[src/design/dps_pkg.sv]
package dps_pkg;

   localparam int DelimLenDefault = 4;
   localparam int DelimLenMax = 8;
   localparam int QueueDepthDefault = 4;
   localparam logic [7:0] DelimResetValue = 8'hFE;

   localparam int CntWidth = $clog2(DelimLenMax);

   localparam int CsrAddrWidth = 3;
   localparam int CsrDataWidth = 32;
   localparam logic RegDelimiter = 1'b0;

   typedef struct packed {
      logic [7:0] data_byte;
      logic       buffer_start;
      logic       buffer_end;
   } dps_in_type;

   typedef struct packed {
      logic [7:0] out_byte;
      logic       packet_end;
      logic       last_of_run;
   } dps_out_type;

   typedef struct packed {
      logic [7:0]          delim_value;
      logic [7:0]          data;
      logic [CntWidth-1:0] num_delims;
      logic                emit_byte;
      logic                emit_end;
   } dps_cmd_type;

endpackage

[src/design/dps_front.sv]
module dps_front #(
   parameter int DelimLen = dps_pkg::DelimLenDefault
) (
   input  logic                  clock,
   input  logic                  reset,
   input  logic                  req_valid,
   output logic                  req_ready,
   input  dps_pkg::dps_in_type   req_data,
   input  logic [7:0]            delimiter,
   input  logic                  queue_full,
   output logic                  push,
   output dps_pkg::dps_cmd_type  push_cmd
);
   import dps_pkg::*;

   localparam int PendWidth = $clog2(DelimLen);

   logic [PendWidth-1:0] pending_ff, pending_in;
   logic                 has_data_ff, has_data_in;
   logic                 accept;
   logic [PendWidth:0]   pend_plus;
   logic                 run_full;
   logic [PendWidth-1:0] run_pend;
   logic                 run_has;
   logic                 flush_has;

   assign req_ready = !queue_full;
   assign accept = req_valid && req_ready;

   always_comb begin
      pend_plus = {1'b0, pending_ff} + 1'b1;
      run_full = (pend_plus == (PendWidth + 1)'(DelimLen));
      run_pend = run_full ? '0 : pend_plus[PendWidth-1:0];
      run_has = run_full ? 1'b0 : has_data_ff;
      flush_has = run_has || (run_pend != '0);

      push_cmd.delim_value = delimiter;
      push_cmd.data = req_data.data_byte;
      push_cmd.num_delims = '0;
      push_cmd.emit_byte = 1'b0;
      push_cmd.emit_end = 1'b0;
      pending_in = pending_ff;
      has_data_in = has_data_ff;

      if (req_data.buffer_start) begin
         pending_in = '0;
         has_data_in = 1'b0;
      end else if (req_data.data_byte == delimiter) begin
         if (req_data.buffer_end) begin
            push_cmd.num_delims = CntWidth'(run_pend);
            push_cmd.emit_end = (run_full && has_data_ff) || flush_has;
            pending_in = '0;
            has_data_in = 1'b0;
         end else begin
            push_cmd.emit_end = run_full && has_data_ff;
            pending_in = run_pend;
            has_data_in = run_has;
         end
      end else begin
         push_cmd.num_delims = CntWidth'(pending_ff);
         push_cmd.emit_byte = 1'b1;
         push_cmd.emit_end = req_data.buffer_end;
         pending_in = '0;
         has_data_in = !req_data.buffer_end;
      end

      push = accept && ((push_cmd.num_delims != '0) || push_cmd.emit_byte ||
                        push_cmd.emit_end);
   end

   always_ff @(posedge clock) begin
      if (reset) begin
         pending_ff <= '0;
         has_data_ff <= 1'b0;
      end else if (accept) begin
         pending_ff <= pending_in;
         has_data_ff <= has_data_in;
      end
   end

endmodule

[src/design/dps_queue.sv]
module dps_queue #(
   parameter int Depth = dps_pkg::QueueDepthDefault
) (
   input  logic                  clock,
   input  logic                  reset,
   input  logic                  push,
   input  dps_pkg::dps_cmd_type  push_cmd,
   input  logic                  pop,
   output dps_pkg::dps_cmd_type  head_cmd,
   output logic                  empty,
   output logic                  full
);
   import dps_pkg::*;

   localparam int PtrWidth = $clog2(Depth);
   localparam int CountWidth = $clog2(Depth + 1);

   dps_cmd_type           entry_ff [Depth];
   logic [PtrWidth-1:0]   wr_ptr_ff, wr_ptr_in;
   logic [PtrWidth-1:0]   rd_ptr_ff, rd_ptr_in;
   logic [CountWidth-1:0] count_ff, count_in;

   assign empty = (count_ff == '0);
   assign full = (count_ff == CountWidth'(Depth));
   assign head_cmd = entry_ff[rd_ptr_ff];

   always_comb begin
      wr_ptr_in = push ? wr_ptr_ff + 1'b1 : wr_ptr_ff;
      rd_ptr_in = pop ? rd_ptr_ff + 1'b1 : rd_ptr_ff;
      count_in = count_ff;
      if (push && !pop) begin
         count_in = count_ff + 1'b1;
      end else if (pop && !push) begin
         count_in = count_ff - 1'b1;
      end
   end

   always_ff @(posedge clock) begin
      if (reset) begin
         wr_ptr_ff <= '0;
         rd_ptr_ff <= '0;
         count_ff <= '0;
      end else begin
         wr_ptr_ff <= wr_ptr_in;
         rd_ptr_ff <= rd_ptr_in;
         count_ff <= count_in;
      end
   end

   always_ff @(posedge clock) begin
      if (push) begin
         entry_ff[wr_ptr_ff] <= push_cmd;
      end
   end

endmodule

[src/design/dps_back.sv]
module dps_back (
   input  logic                  clock,
   input  logic                  reset,
   input  dps_pkg::dps_cmd_type  head_cmd,
   input  logic                  empty,
   output logic                  pop,
   output logic                  rsp_valid,
   input  logic                  rsp_ready,
   output dps_pkg::dps_out_type  rsp_data
);
   import dps_pkg::*;

   logic [CntWidth-1:0] sent_ff, sent_in;
   logic                byte_done_ff, byte_done_in;
   logic                rsp_valid_ff, rsp_valid_in;
   dps_out_type         rsp_data_ff, rsp_data_in;
   logic                load;
   logic                delim_phase;
   logic                byte_phase;
   logic [CntWidth:0]   sent_next;
   logic                last;

   assign load = !empty && (!rsp_valid_ff || rsp_ready);

   always_comb begin
      sent_next = {1'b0, sent_ff} + 1'b1;
      delim_phase = (sent_ff < head_cmd.num_delims);
      byte_phase = !delim_phase && head_cmd.emit_byte && !byte_done_ff;

      if (delim_phase) begin
         last = (sent_next == {1'b0, head_cmd.num_delims}) && !head_cmd.emit_byte &&
                !head_cmd.emit_end;
         rsp_data_in = '{out_byte: head_cmd.delim_value, packet_end: 1'b0,
                         last_of_run: last};
      end else if (byte_phase) begin
         last = !head_cmd.emit_end;
         rsp_data_in = '{out_byte: head_cmd.data, packet_end: 1'b0, last_of_run: last};
      end else begin
         last = 1'b1;
         rsp_data_in = '{out_byte: 8'h00, packet_end: 1'b1, last_of_run: 1'b1};
      end

      pop = load && last;
      sent_in = sent_ff;
      byte_done_in = byte_done_ff;
      if (pop) begin
         sent_in = '0;
         byte_done_in = 1'b0;
      end else if (load) begin
         if (delim_phase) begin
            sent_in = sent_next[CntWidth-1:0];
         end else begin
            byte_done_in = 1'b1;
         end
      end

      rsp_valid_in = load || (rsp_valid_ff && !rsp_ready);
   end

   always_ff @(posedge clock) begin
      if (reset) begin
         sent_ff <= '0;
         byte_done_ff <= 1'b0;
         rsp_valid_ff <= 1'b0;
      end else begin
         sent_ff <= sent_in;
         byte_done_ff <= byte_done_in;
         rsp_valid_ff <= rsp_valid_in;
      end
   end

   always_ff @(posedge clock) begin
      if (load) begin
         rsp_data_ff <= rsp_data_in;
      end
   end

   assign rsp_valid = rsp_valid_ff;
   assign rsp_data = rsp_data_ff;

endmodule

[src/design/delimiter_packet_splitter.sv]
// The first result of a word is registered in the command queue and then in the output register.
// A word that yields n results keeps the output stage busy until all n are sent.
// Words yielding at most one result are taken back to back, one per cycle, while the queue is not full.
// A four-entry command queue lets input bursts run ahead of longer outputs.
// Synchronous reset clears the run state and the queue and sets the
// delimiter to 0xFE.
module delimiter_packet_splitter #(
   parameter int DelimLen = dps_pkg::DelimLenDefault,
   parameter int QueueDepth = dps_pkg::QueueDepthDefault
) (
   input  logic                               clock,
   input  logic                               reset,
   input  logic                               req_valid,
   output logic                               req_ready,
   input  dps_pkg::dps_in_type                req_data,
   output logic                               rsp_valid,
   input  logic                               rsp_ready,
   output dps_pkg::dps_out_type               rsp_data,
   input  logic                               csr_psel,
   input  logic                               csr_penable,
   input  logic                               csr_pwrite,
   input  logic [dps_pkg::CsrAddrWidth-1:0]   csr_paddr,
   input  logic [dps_pkg::CsrDataWidth-1:0]   csr_pwdata,
   output logic [dps_pkg::CsrDataWidth-1:0]   csr_prdata,
   output logic                               csr_pready
);
   import dps_pkg::*;

   logic [7:0]  delimiter_ff;
   logic        csr_write;
   logic        push;
   logic        pop;
   logic        queue_empty;
   logic        queue_full;
   dps_cmd_type push_cmd;
   dps_cmd_type head_cmd;

   assign csr_pready = 1'b1;
   assign csr_write = csr_psel && csr_penable && csr_pwrite && csr_pready &&
                      (csr_paddr[CsrAddrWidth-1] == RegDelimiter);

   always_ff @(posedge clock) begin
      if (reset) begin
         delimiter_ff <= DelimResetValue;
      end else if (csr_write) begin
         delimiter_ff <= csr_pwdata[7:0];
      end
   end

   always_comb begin
      csr_prdata = '0;
      if (csr_paddr[CsrAddrWidth-1] == RegDelimiter) begin
         csr_prdata = {{(CsrDataWidth - 8){1'b0}}, delimiter_ff};
      end
   end

   dps_front #(
      .DelimLen(DelimLen)
   ) u_front (
      .clock     (clock),
      .reset     (reset),
      .req_valid (req_valid),
      .req_ready (req_ready),
      .req_data  (req_data),
      .delimiter (delimiter_ff),
      .queue_full(queue_full),
      .push      (push),
      .push_cmd  (push_cmd)
   );

   dps_queue #(
      .Depth(QueueDepth)
   ) u_queue (
      .clock   (clock),
      .reset   (reset),
      .push    (push),
      .push_cmd(push_cmd),
      .pop     (pop),
      .head_cmd(head_cmd),
      .empty   (queue_empty),
      .full    (queue_full)
   );

   dps_back u_back (
      .clock    (clock),
      .reset    (reset),
      .head_cmd (head_cmd),
      .empty    (queue_empty),
      .pop      (pop),
      .rsp_valid(rsp_valid),
      .rsp_ready(rsp_ready),
      .rsp_data (rsp_data)
   );

endmodule

[config.mk]
export PLATFORM = sky130hd
export DESIGN_NAME = delimiter_packet_splitter
export DESIGN_NICKNAME = d
export VERILOG_FILES = /design/src/design/dps_pkg.sv /design/src/design/dps_front.sv /design/src/design/dps_queue.sv /design/src/design/dps_back.sv /design/src/design/delimiter_packet_splitter.sv
export SDC_FILE = /design/constraint.sdc
export NUM_CORES = 1
export LEC_CHECK = 0
export ABC_AREA = 1
export BUFFER_PORTS_ARGS = -buffer_cell sky130_fd_sc_hd__buf_2
export CAP_MARGIN = 5
export CORE_MARGIN = 1.5
export CORE_UTILIZATION = 35
export DETAILED_ROUTE_END_ITERATION = 6
export GPL_TIMING_DRIVEN = 0
export PLACE_DENSITY = 0.59
export SYNTH_ARGS = -nofsm -noshare
export SYNTH_HDL_FRONTEND = slang
export SYNTH_SLANG_ARGS = --single-unit
[constraint.sdc]
create_clock -name clock -period 3.66 [get_ports clock]
set_clock_uncertainty 0.2 [all_clocks]
set_input_delay 0.732 -clock clock [delete_from_list [all_inputs] [get_ports clock]]
set_output_delay 0.732 -clock clock [all_outputs]
set_load 0.02 [all_outputs]
# After elaboration in Yosys (flattened, before gate mapping)
# Memories as Yosys holds them, arrays and structs flattened. A register that Yosys moved wholly into a read port is not among the register bits.
# Cells that the tools add are included.
[totals]
ff_bits = 33
in_bits = 52
n_memories = 1
ramBits = 84
word_cells = 90
latch_bits = 0
romBits = 0
[memory_table]
columns = ["memory", "depth", "word_bits", "read_ports", "rd_ports_with_merged_regs", "wr", "line_no", "rtl"]
rows = [
  ["u_queue.entry_ff", 4, 21, 1, 1, 1, "dps_queue.sv:18", "dps_cmd_type entry_ff [Depth];"],
]
[op_classes]
order_cmp = 1
multipliers = 0
mux = 25
eq_ne = 4
reduce_logical = 39
div = 0
bitwise_logic = 2
n_addsub = 6
shift = 0
[op_table]
columns = ["operator", "count"]
rows = [
  ["2-to-1 mux 10 bit", 2],
  ["2-to-1 mux 2 bit", 8],
  ["logical AND 1 bit", 15],
  ["zero test 1 bit", 11],
  ["2-to-1 mux 1 bit", 11],
  ["equality test 8 bit", 1],
  ["2-to-1 mux 8 bit", 1],
  ["equality test 3 bit, second input constant", 2],
  ["logical OR 1 bit", 6],
  ["2-to-1 mux 3 bit", 2],
  ["2-to-1 mux 5 bit", 1],
  ["adder 2 x 1 -> 2 bit, second input constant", 2],
  ["adder 3 x 1 -> 4 bit, second input constant", 1],
  ["equality test 4 x 3 -> 1 bit", 1],
  ["AND reduction 2 bit", 2],
  ["nonzero test 2 bit", 2],
  ["adder 2 x 1 -> 3 bit, second input constant", 1],
  ["adder 3 x 1 -> 3 bit, second input constant", 1],
  ["zero test 3 bit", 1],
  ["less-than comparator 3 bit", 1],
  ["nonzero test 3 bit", 1],
  ["subtractor 3 x 1 -> 3 bit, second input constant", 1],
  ["NOT 1 bit", 2],
  ["OR reduction 2 bit", 1],
]

# Logic depth before layout (Yosys ltp)
[depth]
ltp_word = 17
ltp_mapped = 21
ltp_nobuf = 20

# Modules after synthesis
# From an unflattened synthesis, not the netlist that was laid out.
[unflattened]
cells_unflattened = 546
hier_area_um2 = 5667.9
[by_module_without_submodules]
columns = ["mod", "n_inst", "cells_per_inst", "area_per_inst_um2"]
rows = [
  ["dps_queue", 1, 262, 3613.5],
  ["dps_back", 1, 84, 842.1],
  ["dps_front", 1, 113, 609.3],
  ["delimiter_packet_splitter", 1, 87, 603.1],
]

# Least setup slack after synthesis
# Ideal clock, no wire load.
[synth_path]
kind = "reg-to-reg"
start = "reg (tool-made name)"
end = "reg u_queue.count_ff[1]"
arrival_ps = 2783
path_stages_with_launch = 18
path_buffers = 2
period_less_slack_ps = 3103
slack_ps = 557
path_cell_list = "dfxtp_1 > buf_4 > clkbuf_1 > o21ai_0 > o22ai_1 > ha_1 > inv_1 > a21oi_4 > inv_4 > nand3_2 > nand2_2 > nand2_4 > nand3_4 > ha_1 > inv_1 > fa_1 > o21ai_0 > a21oi_1"
[synth_rtl]
columns = ["element", "line_no", "rtl"]
rows = [
  ["end signal: assignment", "dps_queue.sv:46", "count_ff <= count_in;"],
  ["end: declaration", "dps_queue.sv:21", "logic [CountWidth-1:0] count_ff, count_in;"],
]

==> flow_metrics.py <==
metrics = {
    "status": {
        "outcome": "completed",
    },
    "clock_tree": {
        "cts.htree.levels": 4,
        "root_buffer": "sky130_fd_sc_hd__clkbuf_16",
        "worst_setup_hold_path_clk_slew_ns": 0.06,
        "cts_hold_buf": 0,
        "tritoncts_clock_tree": "built",
        "tritoncts_num_sinks": 115,
        "clk-insertion-delay-late_ns": 0.40,
        "cts-root-to-sink-buffers": 2,
        "cts_made_buffers": 17,
    },
    "die": {
        "die_w_um": 123.3,
        "start_util_pct": 36.23,
        "num_io_pins": 97,
        "num_rows": 43,
        "fp.dieArea_mm2": 0.01521,
        "die_h_um": 123.3,
        "core_mm2": 0.01399,
    },
    "worst_setup_path": {
        "crit_chain": "clkbuf_2, o21ai_0, o22ai_1, ha_1, inv_1, nand3_1, nor2_1, nand3_1, nand2_1, nand3_4, ha_1, inv_1, fa_1, o21ai_0, a21oi_1",
        "cp_slowest_cell": "sky130_fd_sc_hd__fa_1",
        "arrival_ns": 3.39,
        "worstSetupPathType": "reg2reg",
        "rrSetupSlack_ns": 0.37,
        "worst_path_dominant_cell_family": "adder cells",
        "worstRegToRegCells": 15,
        "worstPathMaxFanout": 19,
        "timing.critical_path.to": "u_queue.count_ff[1]",
        "setup.worst_path.end_class": "flip-flop",
        "start_kind": "flip-flop",
        "rr_endpoint": "u_queue.count_ff[1]",
        "path_depth": 15,
        "timing.critical_path.slowest_cell_delay_ns": 0.43,
        "cp.required_ns": 3.75,
        "timing.critical_path.buf_inv": 3,
    },
    "synth": {
        "post_synth_and_or_nand_nor_area_fraction_pct": 12.42,
        "synth-seq-cells": 115,
        "synth-xor-area-share_pct": 1.382,
        "synth_mux_area_share_pct": 0.3950,
        "async_flop_share_pct": 0,
        "post_synthesis_sequential_area_ratio_pct": 63.19,
        "post_synth_num_cell_types": 38,
        "post_synth.cell_area_avg_um2": 10.88,
        "synthAdderAreaFrac_pct": 2.617,
        "synthCells": 466,
        "yosys_most_used_dff": "sky130_fd_sc_hd__edfxtp_1",
        "post_synth_instance_area_mm2": 0.005069,
        "synth_compound_gate_area_share_pct": 11.08,
        "number_of_flops_mapped_to_enable_cells_by_yosys": 90,
        "synth_top_family_by_area": "simple AND/OR/NAND/NOR gates",
        "yosysWarnings": 0,
    },
    "detailed_routing": {
        "drt_iter0_drc": 163,
        "detail-route-antenna-nets": 0,
        "route.final.wire_length_um": 10710,
        "dr_total_vias": 3458,
        "post-route-drc-count": 0,
        "route.detailed.vias_per_inst": 4.629,
        "firstDrtPassIters": 4,
        "route.detailed.wl_per_inst_um": 14.34,
    },
    "cells_and_area": {
        "nets_finish": 616,
        "area_occupied_by_multi_input_gates_mm2": 0.001518,
        "post-route-cell-area_mm2": 0.006297,
        "nFillCells": 1305,
        "final_util_pct": 45.02,
        "final_layout_size_suffix_gt1_share_pct": 24.51,
        "antennaDiodeCount": 0,
        "area_delta_synth_final_pct": 24.24,
        "seqCellArea_mm2": 0.003203,
    },
    "global_route": {
        "grt_pass1_wl_um": 17100,
        "grt_antenna_before_repair": 0,
        "global_route.usage.total_pct": 15.17,
        "number_of_global_route_vias_before_repair": 3449,
        "maximum_number_of_pins_on_one_net_before_global_route_repair": 20,
        "grt_remaining_overflow": 0,
    },
    "timing": {
        "fmax_mhz": 303.5,
        "grt_setup_unrepaired": "false",
        "finalCritPeriodShare_pct": 90.02,
        "slew_viol_final": 0,
        "setup_viol_count_final": 0,
        "timing.final.hold_violations": 0,
        "relSlewSlack_pct": 61.10,
        "fin_ws_ns": 0.3651,
        "fin_crit_ns": 3.295,
        "worst-slew-pin-transition_ns": 0.5829,
    },
    "pwr": {
        "ir_worst_vdd_uv": 306.0,
        "powerDensity_mw_per_mm2": 726.2,
        "leakagePower_nw": 2.556,
    },
    "placement": {
        "place.detailed.hpwl_um": 7649,
        "gp_congestion": 0.8215,
        "detailed_place.area_mm2": 0.005683,
        "count_of_input_and_output_buffers": 44,
        "dp_worst_setup_slack_ns": -0.2367,
    },
    "min_path": {
        "timing.hold.worst.class": "reg2reg",
        "holdCritStartpoint": "u_back.byte_done_ff",
    },
    "job": {
        "maxCapViolCount": 0,
    },
}
==> flip-flops by register name, indices dropped and copies added (netlist names), named ones only <==
signal,count
u_queue.entry_ff,80
u_back.byte_done_ff,1
u_front.has_data_ff,1
u_queue.rd_ptr_ff,2
u_back.sent_ff,3
u_back.rsp_data,10
u_queue.wr_ptr_ff,2
delimiter_ff,8
u_queue.count_ff,3
u_back.rsp_valid,1
u_front.pending_ff,2
==> through the flow <==
step                      hold slack, ns  instances  total power (W)  TNS [ns]
after detailed placement          0.2716        717         0.002922   -0.4204
final                             0.2744        747         0.004573         0
after floorplan                   0.2472        489         0.002558         0
after CTS                         0.2779        746         0.004594         0
after global routing              0.3006        747         0.004810         0
after global placement            0.2612        713         0.002874    -41.80
==> cells in the final DEF, fill, tap and decap left out, types with 5 or more instances in the layout <==
cell type / count
sky130_fd_sc_hd__clkbuf_1: 7
sky130_fd_sc_hd__conb_1: 25
sky130_fd_sc_hd__dfxtp_1: 25
sky130_fd_sc_hd__a22o_2: 8
sky130_fd_sc_hd__nand3_1: 15
sky130_fd_sc_hd__nor2_1: 63
sky130_fd_sc_hd__o22ai_1: 18
sky130_fd_sc_hd__buf_2: 46
sky130_fd_sc_hd__o21ai_0: 42
sky130_fd_sc_hd__buf_4: 28
sky130_fd_sc_hd__nand2_1: 49
sky130_fd_sc_hd__clkbuf_16: 17
sky130_fd_sc_hd__inv_1: 47
sky130_fd_sc_hd__a21oi_1: 13
sky130_fd_sc_hd__xnor2_1: 6
sky130_fd_sc_hd__clkinvlp_4: 5
sky130_fd_sc_hd__ha_1: 9
sky130_fd_sc_hd__o211ai_1: 7
sky130_fd_sc_hd__edfxtp_1: 90
==> area by class of cell <==
| class | instances | area share [%] |
|---|---|---|
| flip-flops and latches | 115 | 50.86 |
| multi-input cells | 283 | 24.10 |
| clock buffers | 17 | 6.755 |
| repair buffers | 50 | 4.888 |
| plain buffers | 37 | 3.835 |
| well taps | 180 | 3.576 |
| inverters | 50 | 3.080 |
| clock inverters | 15 | 2.901 |
==> synth_stat cells, types with 2 or more instances <==
| cell type | number | area share (%) |
|---|---|---|
| sky130_fd_sc_hd__dfxtp_1 | 25 | 9.9 |
| sky130_fd_sc_hd__nor2_1 | 67 | 5.0 |
| sky130_fd_sc_hd__nand2_2 | 3 | 0.37 |
| sky130_fd_sc_hd__nor3_1 | 2 | 0.20 |
| sky130_fd_sc_hd__nand2_1 | 49 | 3.6 |
| sky130_fd_sc_hd__o211ai_1 | 7 | 1.0 |
| sky130_fd_sc_hd__o22ai_1 | 18 | 2.2 |
| sky130_fd_sc_hd__buf_4 | 26 | 3.9 |
| sky130_fd_sc_hd__nand3_1 | 15 | 1.5 |
| sky130_fd_sc_hd__o21ai_0 | 42 | 4.1 |
| sky130_fd_sc_hd__buf_2 | 2 | 0.20 |
| sky130_fd_sc_hd__conb_1 | 2 | 0.15 |
| sky130_fd_sc_hd__xnor2_1 | 6 | 1.0 |
| sky130_fd_sc_hd__inv_1 | 48 | 3.6 |
| sky130_fd_sc_hd__mux2i_1 | 2 | 0.39 |
| sky130_fd_sc_hd__a21oi_1 | 13 | 1.3 |
| sky130_fd_sc_hd__xor2_1 | 2 | 0.35 |
| sky130_fd_sc_hd__ha_1 | 9 | 2.2 |
| sky130_fd_sc_hd__clkbuf_1 | 13 | 0.96 |
| sky130_fd_sc_hd__edfxtp_1 | 90 | 53 |
| sky130_fd_sc_hd__a22o_2 | 8 | 1.6 |
==> power breakdown <==
| part | total [W] | internal, W | switching [W] |
|---|---|---|---|
| registers | 0.00169 | 0.00162 | 0.0000660 |
| clock network | 0.00167 | 0.00108 | 0.000593 |
| logic | 0.00122 | 0.000427 | 0.000791 |
==> cells by family (layout without fill, tap and decap cells) <==
logic type / Yosys count / count (layout)
AO/OA/AOI/OAI: 92 / 92
flip-flops: 115 / 115
AND/OR/NAND/NOR: 146 / 146
buffers and inverters: 91 / 169
other: 2 / 25
multiplexers: 2 / 2
XOR/XNOR: 8 / 8
adder cells (fa/ha/maj): 10 / 10
==> per-layer routing <==
layer  track usage (%)  wire length (µm)
met1             18.37              4653
met2             26.18              5383
met3             3.137               610
met4             6.537                65
met5                 0                 0
==> tightest hold or removal path, cell delays in order (launching register included) <==
cell and delay, ns:
sky130_fd_sc_hd__dfxtp_1 0.29, sky130_fd_sc_hd__inv_1 0.07, sky130_fd_sc_hd__a21oi_1 0.06
==> timing repair <==
item	4_1_cts	5_1_grt
gates cloned	0	0
buffers inserted	0	1
setup endpoints to repair	2	2
pin swaps	0	1
resized for setup	3	1
==> how the worst min path moves through the flow <==
stage,end,depth (start not counted),slack [ns]
after floorplan,u_back.byte_done_ff,2,0.25
after global routing,u_back.byte_done_ff,2,0.30
after CTS,u_back.byte_done_ff,2,0.28
final,u_back.byte_done_ff,2,0.27
after global placement,u_back.byte_done_ff,2,0.26
after detailed placement,u_back.byte_done_ff,2,0.27
No activity file was read; power rests on OpenSTA's default activity.
